**config.mk**
```make
export PLATFORM = sky130hd
export DESIGN_NAME = stsum_ctrl
export DESIGN_NICKNAME = d
export VERILOG_FILES = /design/src/rtl/core/assert_macros.svh /design/src/rtl/core/stsum_pkg.sv /design/src/rtl/core/stsum_ctrl.sv
export SDC_FILE = /design/constraint.sdc
export NUM_CORES = 1
export LEC_CHECK = 0
export CORE_AREA = 2 2 39 41
export CTS_CLUSTER_SIZE = 30
export DETAILED_ROUTE_END_ITERATION = 10
export DIE_AREA = 0 0 41 43
export DONT_BUFFER_PORTS = 1
export GPL_ROUTABILITY_DRIVEN = 1
export GPL_TIMING_DRIVEN = 0
export HOLD_SLACK_MARGIN = 0.06
export PLACE_DENSITY = 0.47
export SLEW_MARGIN = 10
export SYNTH_ARGS = -nofsm -noshare
export SYNTH_HDL_FRONTEND = slang
export SYNTH_SLANG_ARGS = --single-unit
```
**constraint.sdc**
```tcl
create_clock -name clk -period 1.75 [get_ports clk]
set_clock_uncertainty 0.15 [all_clocks]
set_input_delay 0.4375 -clock clk [delete_from_list [all_inputs] [get_ports clk]]
set_output_delay 0.4375 -clock clk [all_outputs]
set_load 0.005 [all_outputs]
```
**src/rtl/core/assert_macros.svh**
```systemverilog
// Assertion macros shared by the RTL.
// Used by the top level; no other dependencies.
`ifndef ASSERT_MACROS_SVH
`define ASSERT_MACROS_SVH

// Condition must hold at every clock edge outside reset
`define ASSERT_ALWAYS(lbl, clk, rstn, cond, msg) \
    lbl: assert property (@(posedge clk) disable iff (!rstn) (cond)) else $error(msg);

// Same-cycle implication
`define ASSERT_IMPLY(lbl, clk, rstn, ante, cons, msg) \
    lbl: assert property (@(posedge clk) disable iff (!rstn) (ante) |-> (cons)) else $error(msg);

// Next-cycle implication
`define ASSERT_NEXT(lbl, clk, rstn, ante, cons, msg) \
    lbl: assert property (@(posedge clk) disable iff (!rstn) (ante) |=> (cons)) else $error(msg);

`endif

```
**src/rtl/core/stsum_pkg.sv**
```systemverilog
// Shared types and constants for the segment tree range-sum block.
// No dependencies.
`timescale 1ns / 1ps

package stsum_pkg;

    // Fixed field widths
    localparam int LEAF_W  = 10;
    localparam int VALUE_W = 32;
    localparam int RANGE_W = 11;

    // Default leaf count
    localparam int LEAVES_DEF = 1024;

    // Item opcodes
    localparam logic CMD_UPDATE = 1'b0;
    localparam logic CMD_QUERY  = 1'b1;

    // Controller states
    typedef enum logic [2:0] {
        ST_CLEAR,
        ST_IDLE,
        ST_LEAF,
        ST_UP,
        ST_QLO,
        ST_QHI,
        ST_DONE
    } state_t;

    // Controller to datapath
    typedef struct packed {
        logic clr_step;   // zero one node during the post-reset sweep
        logic load;       // capture an accepted item
        logic leaf_step;  // write the leaf, fetch its sibling
        logic up_step;    // write one parent, fetch the next sibling
        logic q_lo_step;  // left edge of one query level
        logic q_hi_step;  // right edge of one query level, then move up
        logic out_load;   // load the result register
    } dp_cmd_t;

    // Datapath to controller
    typedef struct packed {
        logic clr_last;   // sweep is on the last node
        logic in_query;   // offered item is a query
        logic in_bad;     // offered update points beyond the leaves
        logic at_root;    // update walk has reached the root
        logic lo_lt_hi;   // query window not yet empty
    } dp_stat_t;

endpackage

```
**src/rtl/core/stsum_ctrl.sv**
```systemverilog
// Sequencing state machine for the segment tree block.
// Depends on stsum_pkg (state_t, dp_cmd_t, dp_stat_t).
`timescale 1ns / 1ps

module stsum_ctrl (
    input  logic                clk,
    input  logic                rst_n,
    input  logic                req_valid,
    output logic                req_ready,
    output logic                rsp_valid,
    input  logic                rsp_ready,
    input  stsum_pkg::dp_stat_t stat,
    output stsum_pkg::dp_cmd_t  cmd
);

    stsum_pkg::state_t state_reg, state_next;
    logic              out_valid_reg, out_valid_next;

    // State and result-valid registers
    always_ff @(posedge clk or negedge rst_n)
    begin
        if (!rst_n)
        begin
            state_reg     <= stsum_pkg::ST_CLEAR;
            out_valid_reg <= 1'b0;
        end
        else
        begin
            state_reg     <= state_next;
            out_valid_reg <= out_valid_next;
        end
    end

    // Next state and datapath commands
    always_comb
    begin
        state_next     = state_reg;
        out_valid_next = out_valid_reg & ~rsp_ready;
        cmd            = '0;
        req_ready      = 1'b0;

        unique case (state_reg)
            stsum_pkg::ST_CLEAR:
            begin
                cmd.clr_step = 1'b1;
                if (stat.clr_last)
                begin
                    state_next = stsum_pkg::ST_IDLE;
                end
            end

            stsum_pkg::ST_IDLE:
            begin
                req_ready = 1'b1;
                if (req_valid)
                begin
                    cmd.load = 1'b1;
                    priority if (stat.in_query)
                    begin
                        state_next = stsum_pkg::ST_QLO;
                    end
                    else if (stat.in_bad)
                    begin
                        state_next = stsum_pkg::ST_DONE;
                    end
                    else
                    begin
                        state_next = stsum_pkg::ST_LEAF;
                    end
                end
            end

            stsum_pkg::ST_LEAF:
            begin
                cmd.leaf_step = 1'b1;
                state_next    = stsum_pkg::ST_UP;
            end

            stsum_pkg::ST_UP:
            begin
                cmd.up_step = 1'b1;
                if (stat.at_root)
                begin
                    state_next = stsum_pkg::ST_DONE;
                end
            end

            stsum_pkg::ST_QLO:
            begin
                if (stat.lo_lt_hi)
                begin
                    cmd.q_lo_step = 1'b1;
                    state_next    = stsum_pkg::ST_QHI;
                end
                else
                begin
                    state_next = stsum_pkg::ST_DONE;
                end
            end

            stsum_pkg::ST_QHI:
            begin
                cmd.q_hi_step = 1'b1;
                state_next    = stsum_pkg::ST_QLO;
            end

            stsum_pkg::ST_DONE:
            begin
                // wait for the result slot to free up
                if (!out_valid_reg || rsp_ready)
                begin
                    cmd.out_load   = 1'b1;
                    out_valid_next = 1'b1;
                    state_next     = stsum_pkg::ST_IDLE;
                end
            end

            default:
            begin
                state_next = stsum_pkg::ST_CLEAR;
            end
        endcase
    end

    assign rsp_valid = out_valid_reg;

endmodule

```
==> out/results.tsv, run 1 <==
metric	value	unit
status	finished clean	
register_area	100	um^2
core_area	1380	um^2
p_sw	372	uW
stdcell_area	485	um^2
yosys_most_used_dff	dfrtp_1	
finalMaxSlewViolations	0	
internal_power	570	uW
grt_setup_unrepaired	yes	
combPwrFrac	69.1	%
firstDrtPassIters	3	
leakagePower	0.209	nW
wl_per_cell	12.5	um
finalCritPeriodShare	99.3	%
critical_path.max_fanout	6	
end_kind	flip-flop	
root_buffer	clkbuf_4	
p_clk_share	11.9	%
tightestPinTransition	0.254	ns
powerDensity	1940	nW/um^2
grt_use_total	10.5	%
dieArea	1760	um^2
antenna_cells	0	
netlist_instances	37	
cts_tree	yes	
yosys_warnings	0	
slew_headroom	82.9	%
ys_top_cells_by_area	dfrtp_1 31%, buf_6 7.1%, nor3_1 6.3%, nand2b_1 5.9%, nor2_1 4.7%	
vias	317	
synth.distinct_cells	22	
synth-edff-count	0	
grt_start_max_net_pins	11	
avgSynthCellArea	8.62	um^2
hold_class	in -> reg	
yosys-top-cells-count	4 x dfrtp_1, 4 x nor2_1, 4 x nor3_1, 3 x nand2b_1	
finalSetupTns	0	ns
gp_congestion	0.640	
p_seq_share	19.0	%
syn_to_final_growth	52.2	%
htree_levels	1	
start_util	23.1	%
dp_hpwl	514	um
fmax	576	MHz
drcViolationCount	0	
fill_cells	152	
pin_count	18	
clkTransAtPathRegs	0.04	ns
drt-initial-drc-count	2	
finalSetupViolations	0	
cts.sinks	4	
portBuffers	0	
nets	59	
fp-row-count	14	
synth_fp_nets	46	
worst_hold_slack	0.295	ns
async_reset_ff_share	100	%
crit_type	reg -> reg	
die_y	43	um
cp-start-kind	flip-flop	
dp_slack	-0.0124	ns
fp.dieW	41	um
cts_buffers	3	
hold_violations	0	
drv_cap	0	
syn_area	319	um^2
place_area	339	um^2
seq_area_frac_synth	31.4	%
setup_ws	0.0128	ns
vias_per_cell	4.95	
worstPathArrival	1.70	ns
yosysTopAreaCell	dfrtp_1	
place_inst	53	
netSwitchingFraction	39.5	%
min_delay_path_depth	2	
antenna_found_initial	0	
clockBufferDepth	2	
drtAntennaViolNets	0	
largest_reg_flops	3	
ir_drop	0.652	mV
synth_top_area_share	31.4	%
worst_r2r_path_depth	5	
crit_required	1.71	ns
drive_above_1_share	50.0	%
clk_latency	0.23	ns
multi_input_area	233	um^2
stdcell_count	64	
grt_first_pass_wirelength	1.19	mm
fin_crit	1.74	ns
synth_seq_cells	4	
wirelength	803	um
grt-ovfl-total	0	
grt_pass1_vias	307	
worst max-delay path: stages (launching register included):
cell      delay [ns]
dfrtp_1         0.36
buf_6           0.13
or3_4           0.38
a21oi_2         0.15
nand2b_4        0.15
mux2_4          0.29
worst paths after layout:
kind | startpoint | to | slack (ns)
max in group asynchronous | rst_n | rsp_valid$_DFF_PN0_ | 0.96
max reg2reg | state_reg[2]$_DFFE_PN0P_ | state_reg[1]$_DFFE_PN0P_ | 0.01
max | state_reg[2]$_DFFE_PN0P_ | state_reg[1]$_DFFE_PN0P_ | 0.01
min reg2reg | rsp_valid$_DFF_PN0_ | rsp_valid$_DFF_PN0_ | 0.44
min in group asynchronous | rst_n | state_reg[1]$_DFFE_PN0P_ | 0.32
min | rsp_ready | state_reg[2]$_DFFE_PN0P_ | 0.30
through the flow:
stage | utilization (%) | total power, mW
2_1_floorplan | - | 0.505
3_3_place_gp | 24.5 | 0.573
3_5_place_dp | 24.5 | 0.570
4_1_cts | 31.9 | 0.819
5_1_grt | 35.1 | 1.01
6_report | 35.1 | 0.942
area by class of cell:
type	count	area share, %
repair buffers	8	14.9
inverters	2	1.55
plain buffers	3	6.19
flip-flops and latches	4	20.6
clock buffers	3	4.64
multi-input cells	28	47.9
well taps	16	4.12
per-layer routing:
metal	share of wire [%]	vias to the layer above	track usage [%]
li1	-	154	-
met1	46	151	14.1
met2	47	12	13.1
met3	7.2	0	6.81
met4	0	0	4.00
met5	0	-	0
kinds of logic after synthesis:
logic type / after synthesis / share of synthesized area [%]
AOI/OAI and AO/OA: 8 / 18.4
buffers and inverters: 5 / 11.0
DFF: 4 / 31.4
muxes: 1 / 3.53
and+or+nand+nor: 19 / 35.7
placed cells by master, fill, tap and decap left out, drive strengths merged:
cell and count:
o21a 1, nand2 1, a21oi 1, o21bai 1
and2 1, or3 1, inv 2, buf 9
nor2 4, dlygate4sd3 1, a211oi 1, nor3 4
o21ai 2, mux2 1, dfrtp 4, a211o 1
o32ai 1, nor3b 2, clkbuf 4, nand4b 1
nand2b 4, nor2b 1
repair_timing:
action	in CTS	in global routing
endpoints found under the hold margin	4	0
pin swaps	2	5
hold buffers	1	0
gates cloned	0	1
endpoints found under the setup margin	3	7
resized for setup	5	6
setup buffers	6	1
power groups by stage:
stage          logic, mW  clock network, mW  registers, mW
3_5_place_dp       0.400                  0          0.170
4_1_cts            0.527              0.117          0.176
5_1_grt            0.705              0.124          0.186
2_1_floorplan      0.340                  0          0.165
3_3_place_gp       0.403                  0          0.170
6_report           0.651              0.112          0.179
(Power assumes the default switching activity.)
==> inputs of run 2 (changes only) <==
==> constraint.sdc (replaced) <==
create_clock -name clk -period 1.75 [get_ports clk]
set_clock_uncertainty 0.15 [all_clocks]
set_input_delay 0.35 -clock clk [delete_from_list [all_inputs] [get_ports clk]]
set_output_delay 0.35 -clock clk [all_outputs]
set_load 0.005 [all_outputs]
==> run 2 against run 1 <==
Compared with the run above:
- final cell count rose by 1.6%
- non-clock buffer count grew 1
- die area unchanged
- sequential cell count is the same
- sequential power decreased by 4%
- worst hold slack got worse by 0.087 ns
- total power down 11%
- routed wire length is 6.2% lower
==> out/results.tsv, run 2 (synthesis gave the netlist of run 1 again) <==
metric	value	unit	change
worstPathArrival	1.68	ns	was 1.70 ns
wl_per_cell	11.6	um	was 12.5 um
multi_input_area	200	um^2	was 233 um^2
worst_hold_slack	0.209	ns	was 0.295 ns
drt-initial-drc-count	2		unchanged
portBuffers	0		unchanged
setup_ws	0.0291	ns	was 0.0128 ns
timing.rr.start	state_reg[2]$_DFFE_PN0P_		unchanged
drive_above_1_share	40.8	%	was 50.0%
critical_path.max_fanout	5		was 6
grt_use_met3	6.81	%	unchanged
fill_cells	153		was 152
powerDensity	1870	nW/um^2	was 1940 nW/um^2
gr-max-usage-layer	met1		unchanged
vias_per_cell	4.89		was 4.95
root_buffer	clkbuf_4		unchanged
hold_violations	0		unchanged
p_total	835	uW	was 942 uW
cts_tree	yes		unchanged
antenna_cells	0		unchanged
dp_hpwl	514	um	unchanged
fmax	581	MHz	was 576 MHz
crit_type	reg -> reg		unchanged
stdcell_count	65		was 64
cp-start-kind	flip-flop		unchanged
htree_levels	1		unchanged
finalCritPeriodShare	98.3	%	was 99.3%
reg2reg_to	state_reg[1]$_DFFE_PN0P_		unchanged
die_y	43	um	unchanged
vias	318		was 317
rrSetupSlack	0.03	ns	was 0.01 ns
grt-ovfl-total	0		unchanged
firstDrtPassIters	3		unchanged
wirelength	753	um	was 803 um
grt_setup_unrepaired	yes		unchanged
clockBufferDepth	2		unchanged
ir_drop	0.626	mV	was 0.652 mV
gp_congestion	0.640		unchanged
worst_r2r_path_depth	5		unchanged
met1_usage	13.4	%	was 14.1%
tightestPinTransition	0.255	ns	was 0.254 ns
largest_reg_flops	3		unchanged
core_area	1380	um^2	unchanged
cts.sinks	4		unchanged
grt_use_total	10.1	%	was 10.5%
finalMaxSlewViolations	0		unchanged
pin_count	18		unchanged
status	finished clean		unchanged
crit_required	1.71	ns	about the same
end_kind	flip-flop		unchanged
use_met2	12.5	%	was 13.1%
drcViolationCount	0		unchanged
leakagePower	0.194	nW	was 0.209 nW
start_util	23.1	%	unchanged
min_delay_worst_endpoint	state_reg[2]$_DFFE_PN0P_		unchanged
finalSetupViolations	0		unchanged
place_inst	53		unchanged
drv_cap	0		unchanged
final_cell_mix	7 x buf_4, 4 x nor3_1, 4 x dfrtp_1		was 5 x buf_4, 4 x clkbuf_4, 4 x dfrtp_1
clk_latency	0.23	ns	about the same
nets	60		was 59
hold_class	in -> reg		unchanged
fin_crit	1.72	ns	was 1.74 ns
dp_slack	-0.0124	ns	unchanged
min_delay_path_depth	2		unchanged
cts_buffers	3		unchanged
final_common_cell	buf_4		unchanged
drtAntennaViolNets	0		unchanged
grt_start_max_net_pins	11		unchanged
fp.dieW	41	um	unchanged
syn_to_final_growth	39.6	%	was 52.2%
worstHoldStart	rsp_ready		unchanged
slew_headroom	82.9	%	about the same
antenna_found_initial	0		unchanged
grt_pass1_vias	297		was 307
final_core_util	32.2	%	was 35.1%
clkTransAtPathRegs	0.04	ns	about the same
dieArea	1760	um^2	unchanged
register_area	100	um^2	unchanged
fp-row-count	14		unchanged
grt_first_pass_wirelength	1.14	mm	was 1.19 mm
## run 2: worst max-delay path by stage
stage | from | end | slack [ns] | cells past startpoint
6_report | state_reg[2]$_DFFE_PN0P_ | state_reg[1]$_DFFE_PN0P_ | 0.03 | 5
5_1_grt | state_reg[2]$_DFFE_PN0P_ | state_reg[1]$_DFFE_PN0P_ | -0.01 | 5
4_1_cts | state_reg[1]$_DFFE_PN0P_ | state_reg[1]$_DFFE_PN0P_ | 0.002 | 5
3_5_place_dp | state_reg[1]$_DFFE_PN0P_ | state_reg[1]$_DFFE_PN0P_ | -0.01 | 5
3_3_place_gp | state_reg[1]$_DFFE_PN0P_ | state_reg[1]$_DFFE_PN0P_ | -0.02 | 5
2_1_floorplan | state_reg[1]$_DFFE_PN0P_ | state_reg[1]$_DFFE_PN0P_ | 0.05 | 5
## run 2: worst max-delay path: stages (launching register included)
cell and delay, ns:
dfrtp_1 0.36, buf_6 0.12, or3_4 0.37, a21oi_2 0.15, nand2b_4 0.14, mux2_4 0.29
## run 2: power breakdown
part	internal, mW	total [mW]	switching (mW)
clock	0.0765	0.111	0.0344
sequential	0.141	0.171	0.0303
combinational	0.291	0.553	0.262
total	0.508	0.835	0.327
## run 2: metrics by stage
stage | area (um^2) | setup TNS (ns)
finish | 445 | 0
global placement | 339 | -0.0152
CTS | 414 | 0
floorplan | 319 | 0
global route | 445 | -0.0150
detailed placement | 339 | -0.0124
## run 2: layout make-up
type	count	share of cell area, %
Sequential cell	4	22.5
Inverter	2	1.69
Multi-Input combinational cell	28	44.9
Clock buffer	3	5.06
Tap cell	16	4.49
Timing Repair Buffer	9	15.2
Buffer	3	6.18
## run 2: metal layers
metal	share of wire, %	vias up
li1	-	155
met1	49	151
met2	43	12
met3	7.8	0
met4	0	0
met5	0	-
## run 2: repair_timing
| item | in CTS | in global routing |
|---|---|---|
| endpoints found under the hold margin | 4 | 0 |
| setup endpoints to repair | 1 | 3 |
| pin swaps | 1 | 2 |
| buffers inserted | 5 | 3 |
| cloned | 0 | 1 |
| hold buffers | 1 | 0 |
| resized for setup | 1 | 3 |
